$ cat src/lphs_pkg.sv
// lphs_pkg: shared types, constants and hash/slot helpers for the hash set unit
// used by lphs_ctrl, lphs_datapath, linear_probe_hash_set_unit and lphs_checker
package lphs_pkg;

    // table geometry; the slot count is a power of two
    localparam int SLOT_COUNT = 4096;
    localparam int SLOT_W     = $clog2(SLOT_COUNT);
    localparam int PROBE_W    = SLOT_W + 1;
    localparam int EXT_W      = (PROBE_W > 12) ? PROBE_W : 12;
    localparam int HALF_COUNT = SLOT_COUNT / 2;

    localparam logic [63:0] KEY_INVALID = '1;
    localparam logic [1:0]  HASH_FIRST  = 2'd0;
    localparam logic [1:0]  HASH_LAST   = 2'd3;

    typedef enum logic [1:0] {
        ACT_INSERT = 2'd0,
        ACT_LOOKUP = 2'd1,
        ACT_REMOVE = 2'd2,
        ACT_IDLE   = 2'd3
    } t_action;

    typedef enum logic [1:0] {
        ST_OK      = 2'd0,
        ST_FULL    = 2'd1,
        ST_INVALID = 2'd2
    } t_status;

    // how an item ends
    typedef enum logic [2:0] {
        FIN_NONE,
        FIN_INVALID,
        FIN_FULL,
        FIN_REMOVE,
        FIN_INSERT,
        FIN_FOUND,
        FIN_ABSENT,
        FIN_EXHAUST
    } t_fin;

    typedef struct packed {
        logic [1:0]  action;
        logic [63:0] key;
    } t_in_item;

    typedef struct packed {
        logic [1:0]  status;
        logic        found;
        logic [11:0] slot_index;
        logic [11:0] probe_steps;
        logic [11:0] stored_count;
    } t_out_item;

    typedef struct packed {
        logic       latch_in;
        logic       clr_write;
        logic       hash_step;
        logic [1:0] hash_round;
        logic       probe_start;
        logic       probe_advance;
        logic       remove_write;
        logic       insert_write;
        logic       res_load;
        t_fin       fin;
        logic       out_load;
    } t_cmd;

    typedef struct packed {
        logic [1:0] action;
        logic       clr_last;
        logic       key_invalid;
        logic       table_full;
        logic       exhausted;
        logic       slot_empty;
        logic       slot_match;
    } t_stat;

    // one round of the 64-bit shift-add-xor mix
    function automatic logic [63:0] hash_round(input logic [63:0] k, input logic [1:0] rnd);
        logic [63:0] t;
        logic [63:0] r;
        t = '0;
        case (rnd)
            2'd0: begin
                t = ~k + (k << 21);
                r = t ^ (t >> 24);
            end
            2'd1: begin
                t = k + (k << 3) + (k << 8);
                r = t ^ (t >> 14);
            end
            2'd2: begin
                t = k + (k << 2) + (k << 4);
                r = t ^ (t >> 28);
            end
            default: begin
                r = k + (k << 31);
            end
        endcase
        return r;
    endfunction

    function automatic logic [SLOT_W-1:0] next_slot(input logic [SLOT_W-1:0] s);
        return (s == SLOT_W'(SLOT_COUNT - 1)) ? '0 : s + SLOT_W'(1);
    endfunction

    function automatic logic [11:0] low12(input logic [PROBE_W-1:0] v);
        logic [EXT_W-1:0] w;
        w = EXT_W'(v);
        return w[11:0];
    endfunction

    function automatic logic [11:0] sat12(input logic [PROBE_W-1:0] v);
        logic [EXT_W-1:0] w;
        w = EXT_W'(v);
        return (w > EXT_W'(12'hFFF)) ? 12'hFFF : w[11:0];
    endfunction

endpackage

$ cat src/lphs_ctrl.sv
// lphs_ctrl: sequencer for clearing, hashing, probing and result hand-off
// depends on lphs_pkg; commands lphs_datapath
module lphs_ctrl (
    input  logic            i_clk,
    input  logic            i_rst_n,
    input  logic            i_in_valid,
    output logic            o_in_ready,
    output logic            o_out_valid,
    input  logic            i_out_ready,
    input  lphs_pkg::t_stat i_stat,
    output lphs_pkg::t_cmd  o_cmd
);

    typedef enum logic [2:0] {
        S_CLEAR,
        S_IDLE,
        S_HASH,
        S_PROBE,
        S_FINISH
    } t_state;

    t_state     r_state, n_state;
    logic [1:0] r_round, n_round;
    logic       r_out_valid, n_out_valid;
    logic       probe_action;

    assign probe_action = (i_stat.action == lphs_pkg::ACT_INSERT)
                       || (i_stat.action == lphs_pkg::ACT_LOOKUP);

    always_comb begin
        o_cmd            = '0;
        o_cmd.fin        = lphs_pkg::FIN_NONE;
        o_cmd.hash_round = r_round;
        n_state          = r_state;
        n_round          = r_round;
        n_out_valid      = r_out_valid && !i_out_ready;
        case (r_state)
            S_CLEAR: begin
                o_cmd.clr_write = 1'b1;
                if (i_stat.clr_last) begin
                    n_state = S_IDLE;
                end
            end
            S_IDLE: begin
                if (i_in_valid) begin
                    o_cmd.latch_in = 1'b1;
                    n_round        = lphs_pkg::HASH_FIRST;
                    n_state        = S_HASH;
                end
            end
            S_HASH: begin
                if (r_round == lphs_pkg::HASH_FIRST && probe_action && i_stat.key_invalid) begin
                    o_cmd.fin      = lphs_pkg::FIN_INVALID;
                    o_cmd.res_load = 1'b1;
                    n_state        = S_FINISH;
                end else if (r_round == lphs_pkg::HASH_FIRST
                             && i_stat.action == lphs_pkg::ACT_INSERT && i_stat.table_full) begin
                    o_cmd.fin      = lphs_pkg::FIN_FULL;
                    o_cmd.res_load = 1'b1;
                    n_state        = S_FINISH;
                end else if (r_round == lphs_pkg::HASH_FIRST && !probe_action) begin
                    // remove-last clears its slot here, the unused action does nothing
                    o_cmd.remove_write = (i_stat.action == lphs_pkg::ACT_REMOVE);
                    o_cmd.fin          = (i_stat.action == lphs_pkg::ACT_REMOVE)
                                       ? lphs_pkg::FIN_REMOVE : lphs_pkg::FIN_NONE;
                    o_cmd.res_load     = 1'b1;
                    n_state            = S_FINISH;
                end else begin
                    o_cmd.hash_step = 1'b1;
                    if (r_round == lphs_pkg::HASH_LAST) begin
                        o_cmd.probe_start = 1'b1;
                        n_state           = S_PROBE;
                    end else begin
                        n_round = r_round + 2'd1;
                    end
                end
            end
            S_PROBE: begin
                // read data belongs to the current slot; the next slot is read speculatively
                if (i_stat.exhausted) begin
                    o_cmd.fin      = lphs_pkg::FIN_EXHAUST;
                    o_cmd.res_load = 1'b1;
                    n_state        = S_FINISH;
                end else if (i_stat.slot_empty) begin
                    o_cmd.insert_write = (i_stat.action == lphs_pkg::ACT_INSERT);
                    o_cmd.fin          = (i_stat.action == lphs_pkg::ACT_INSERT)
                                       ? lphs_pkg::FIN_INSERT : lphs_pkg::FIN_ABSENT;
                    o_cmd.res_load     = 1'b1;
                    n_state            = S_FINISH;
                end else if (i_stat.action == lphs_pkg::ACT_LOOKUP && i_stat.slot_match) begin
                    o_cmd.fin      = lphs_pkg::FIN_FOUND;
                    o_cmd.res_load = 1'b1;
                    n_state        = S_FINISH;
                end else begin
                    o_cmd.probe_advance = 1'b1;
                end
            end
            S_FINISH: begin
                if (!r_out_valid || i_out_ready) begin
                    o_cmd.out_load = 1'b1;
                    n_out_valid    = 1'b1;
                    n_state        = S_IDLE;
                end
            end
            default: begin
                n_state = S_IDLE;
            end
        endcase
    end

    always_ff @(posedge i_clk) begin
        if (!i_rst_n) begin
            r_state     <= S_CLEAR;
            r_round     <= lphs_pkg::HASH_FIRST;
            r_out_valid <= 1'b0;
        end else begin
            r_state     <= n_state;
            r_round     <= n_round;
            r_out_valid <= n_out_valid;
        end
    end

    assign o_in_ready  = (r_state == S_IDLE);
    assign o_out_valid = r_out_valid;

endmodule

$ cat config.mk
export PLATFORM = sky130hd
export DESIGN_NAME = lphs_ctrl
export DESIGN_NICKNAME = d
export VERILOG_FILES = /design/src/lphs_pkg.sv /design/src/lphs_ctrl.sv
export SDC_FILE = /design/constraint.sdc
export NUM_CORES = 1
export LEC_CHECK = 0
export BUFFER_PORTS_ARGS = -buffer_cell sky130_fd_sc_hd__buf_2
export CAP_MARGIN = 20
export CORE_UTILIZATION = 44
export CTS_CLUSTER_DIAMETER = 50
export DETAILED_ROUTE_END_ITERATION = 12
export GPL_ROUTABILITY_DRIVEN = 1
export HOLD_SLACK_MARGIN = 0.05
export PLACE_DENSITY = 0.76
export SLEW_MARGIN = 20
export SYNTH_ARGS = -nofsm -noshare
export SYNTH_HDL_FRONTEND = slang
export SYNTH_SLANG_ARGS = --single-unit
$ cat constraint.sdc
create_clock -name i_clk -period 1.8 [get_ports i_clk]
set_input_delay 0.36 -clock i_clk [delete_from_list [all_inputs] [get_ports i_clk]]
set_output_delay 0.36 -clock i_clk [all_outputs]
set_load 0.03 [all_outputs]
* Yosys cells after proc, flatten, opt, wreduce, memory -nomap -nowiden
Index checks and enable logic that the tools add are counted.
W data, S select, Z words.
** Storage, ports and cells
- Register bits :: 6
- Input port bits :: 12
- Output and inout bits :: 16
** Cells by class
- Add/sub/neg operators :: 1
- Eq/ne operators :: 16
- Mux-type cells :: 53
- Reduce and logical (&&, ||, !) cells :: 18
** Operator list (number)
- $mux W3 :: 10
- $mux W1 :: 27
- $mux W4 :: 6
- $pmux W3 S5 :: 1
- $mux W2 :: 7
- $ne A2 B2 Y1 const B :: 7
- $pmux W4 S2 :: 1
- $logic_and A1 B1 Y1 :: 7
- $eq A3 B2 Y1 const B :: 2
- $reduce_and A6 Y1 :: 1
- $ne A5 B5 Y1 const B :: 1
- $reduce_and A5 Y1 :: 1
- $eq A2 B2 Y1 const B :: 2
- $logic_not A2 Y1 :: 2
- $ne A4 B4 Y1 const B :: 1
- $pmux W2 S2 :: 1
- $eq A3 B1 Y1 const B :: 1
- $eq A3 B3 Y1 const B :: 1
- $logic_not A1 Y1 :: 3
- $logic_not A3 Y1 :: 1
- $add A2 B1 Y2 const B :: 1
- $eq A2 B1 Y1 const B :: 1
- $logic_or A1 B1 Y1 :: 2
- $reduce_bool A2 Y1 :: 1

* Depth between registers and ports, before layout
- Depth in word-level cells :: 8
- Gate-level depth with buffers :: 5

* Least setup slack after synthesis
Ideal clock, no wire load.
- Path type :: register to output
- Start point :: register r_state[0]
- End point :: output port o_cmd[5] (netlist bit)
- Arrival time :: 1667 ps
- Slack :: -227 ps
- Cell stages (with the launch flop) :: 4
- Buffers on the path :: 1
- Path through :: dfxtp_1 buf_6 nand3b_1 nor4_1
** RTL lines
- start, declared :: RTL line lphs_ctrl.sv:22 : t_state r_state, n_state;
- start signal, assigned :: RTL line lphs_ctrl.sv:117 : r_state <= n_state;
- end, declared :: RTL line lphs_ctrl.sv:11 : output lphs_pkg::t_cmd o_cmd

==> impl_metrics.json <==
{
  "clock_latency_ns": 0.25,
  "routed_wl_um": 1560,
  "synth.avg_cell_area_um2": 8.17,
  "synth-async-reset-ratio": 0,
  "die_w_um": 39.1,
  "vdd.ir_drop.worst_v": 0.000417,
  "cts_buffer_depth": 2,
  "start_util": 0.509,
  "drt_iter0_drc": 31,
  "yosys_warnings": 0,
  "whs_ns": 0.401,
  "cts-root-buf": "clkbuf_4",
  "crit_start": "r_state[2]",
  "synth_edf_count": 0,
  "rsz0062_at_grt": "yes",
  "synth_nets": 89,
  "viasPerCell": 5.38,
  "drive_above_1_share": 0.532,
  "reg2regPathDepth": 5,
  "seqCellArea_um2": 125,
  "antenna_found_initial": 0,
  "drc": 0,
  "grt_pass1_vias": 545,
  "rows": 12,
  "endpoint": "o_cmd[2]",
  "p_per_area_mw_per_mm2": 746,
  "crit_path_end_kind": "output port",
  "grt_pass1_wl_um": 2200,
  "synth_common_cells": "inv_1, dfxtp_1, a21oi_1, nor2_1",
  "track_usage": 0.217,
  "start_kind": "register",
  "post-route-period-util": 0.975,
  "detailed_place_hpwl_um": 1190,
  "multi_input_area_um2": 465,
  "r2r_end": "r_state[0]",
  "cts_tree": "yes",
  "first_pass_iters": 4,
  "fin_nets": 128,
  "htreeDepth": 1,
  "grt_start_max_net_pins": 9,
  "synthesis.instances": 74,
  "io_buffers": 27,
  "hold_class": "in -> reg",
  "synth_most_common_cell": "inv_1",
  "via_count": 673,
  "setup_viol": 0,
  "ios": 28,
  "skew_ns": 0.00744,
  "synth-seq-area-share": 0.199,
  "power.leakage_nw": 0.455,
  "crit_fanout": 5,
  "yosys_register_bits": 6,
  "die_area_mm2": 0.00153,
  "fillCellCount": 90,
  "outcome": "completed",
  "r2r-start": "r_state[2]",
  "worst_pin_slew_ns": 0.273,
  "r2r_slack_ns": 0.36,
  "dieHeight_um": 39.1,
  "max_freq_mhz": 570,
  "slew_headroom": 0.818,
  "core_area_mm2": 0.00119,
  "cp_data_arrival_time_ns": 1.40,
  "routabilityCongestion": 0.753,
  "hold_viol": 0,
  "post-route-min-period_ns": 1.76,
  "postRouteAntennaNets": 0,
  "grt-ovfl-total": 0,
  "maxSlewViolCount": 0,
  "cts_sinks": 6,
  "yosys.cell_types.count": 35,
  "ctsHoldBuffers": 0,
  "avgRoutedWirePerCell_um": 12.4,
  "diodes": 0,
  "cp.required_ns": 1.44,
  "ys_top_cells_by_area": "dfxtp_1, mux2i_1, ha_1, inv_1, a21oi_1",
  "total_power_mw": 0.664,
  "synth_ff_type": "dfxtp_1",
  "path_clk_slew_ns": 0.05,
  "syn-cell-area_um2": 604,
  "synth_top_area_share": 0.199,
  "yosys.area.top_type": "dfxtp_1",
  "syn2layout_area_growth_pct": 47.4,
  "numCtsBuffers": 3,
  "path_class": "reg -> out",
  "max-cap-violations": 0
}
worst min-delay path by stage:
stage / depth (start not counted) / end / start
floorplan: 3 / o_out_valid / r_state[0]
CTS: 2 / r_state[2] / i_rst_n
finish: 2 / r_state[2] / i_rst_n
global route: 2 / r_state[2] / i_rst_n
global placement: 2 / r_round[1] / r_round[1]
detailed placement: 2 / r_round[1] / r_round[1]
stage by stage:
stage               TNS (ns)  cells  cell area (um2)  setup slack [ns]   util
detailed placement         0    118              790             0.141  0.666
global route         -0.0425    125              891           -0.0244  0.751
floorplan                  0     74              614           0.00595      -
finish                     0    125              891            0.0441  0.751
CTS                        0    121              817          0.000701  0.689
global placement           0    118              790             0.164  0.666
power by group:
part           switching [mW]  internal (mW)  total [mW]
Combinational           0.217          0.149       0.366
Sequential             0.0208          0.152       0.172
Clock                  0.0498         0.0755       0.125
Total                   0.288          0.376       0.664
repair_timing:
item,4_1_cts,5_1_grt
pin swaps,0,2
buffers inserted,0,4
endpoints found under the hold margin,0,0
gates resized for setup,2,17
setup endpoints to repair,2,9
metal layers:
metal / track usage / wire [um]
met5: 0 / 0
met4: 0.103 / 19
met3: 0.0694 / 73
met2: 0.333 / 765
met1: 0.270 / 696
critical path: stages, from the launching register on:
cell      delay, ns
dfxtp_2        0.34
nand3b_1       0.25
buf_4          0.20
o22ai_1        0.17
buf_4          0.18
cell usage in the layout, fill, tap and decap left out, drive strengths merged:
master  synthesis  final
nand3           3      3
clkbuf          0      3
o31ai           1      1
and3            2      2
o21a            1      1
nor2            6      6
inv             8      8
and2            2      2
nand2b          1      1
and3b           1      1
dfxtp           6      6
nor2b           3      3
o221ai          2      2
a21boi          1      1
ha              3      3
a31oi           1      1
nor3b           1      1
o22ai           1      1
a22o            1      1
or3b            1      1
a311o           1      1
or2             1      1
nand2           4      4
nand4b          1      1
nand3b          3      3
nor4            2      2
a211oi          1      1
nor3            3      3
buf             3     37
a21oi           6      6
mux2i           4      4
state kept, by name, summed over array words and instances, names as in the netlist:
name	flops
r_state	3
r_round	2
o_out_valid	1
cell families (layout without fill, tap and decap cells):
group	Yosys count	count (layout)	synth area share
fa+ha+maj	3	3	0.0621
buf+inv	11	48	0.0870
simple gates	34	34	0.369
compound gates	16	16	0.217
flops	6	6	0.199
mux	4	4	0.0663
final cells by class:
cell class                      instances  share of cell area
Multi-Input combinational cell         57               0.522
Clock buffer                            3              0.0253
Sequential cell                         6               0.140
Timing Repair Buffer                   37               0.258
Inverter                                8              0.0337
Tap cell                               14              0.0197
Note: power is estimated with default switching activity, not from simulation.
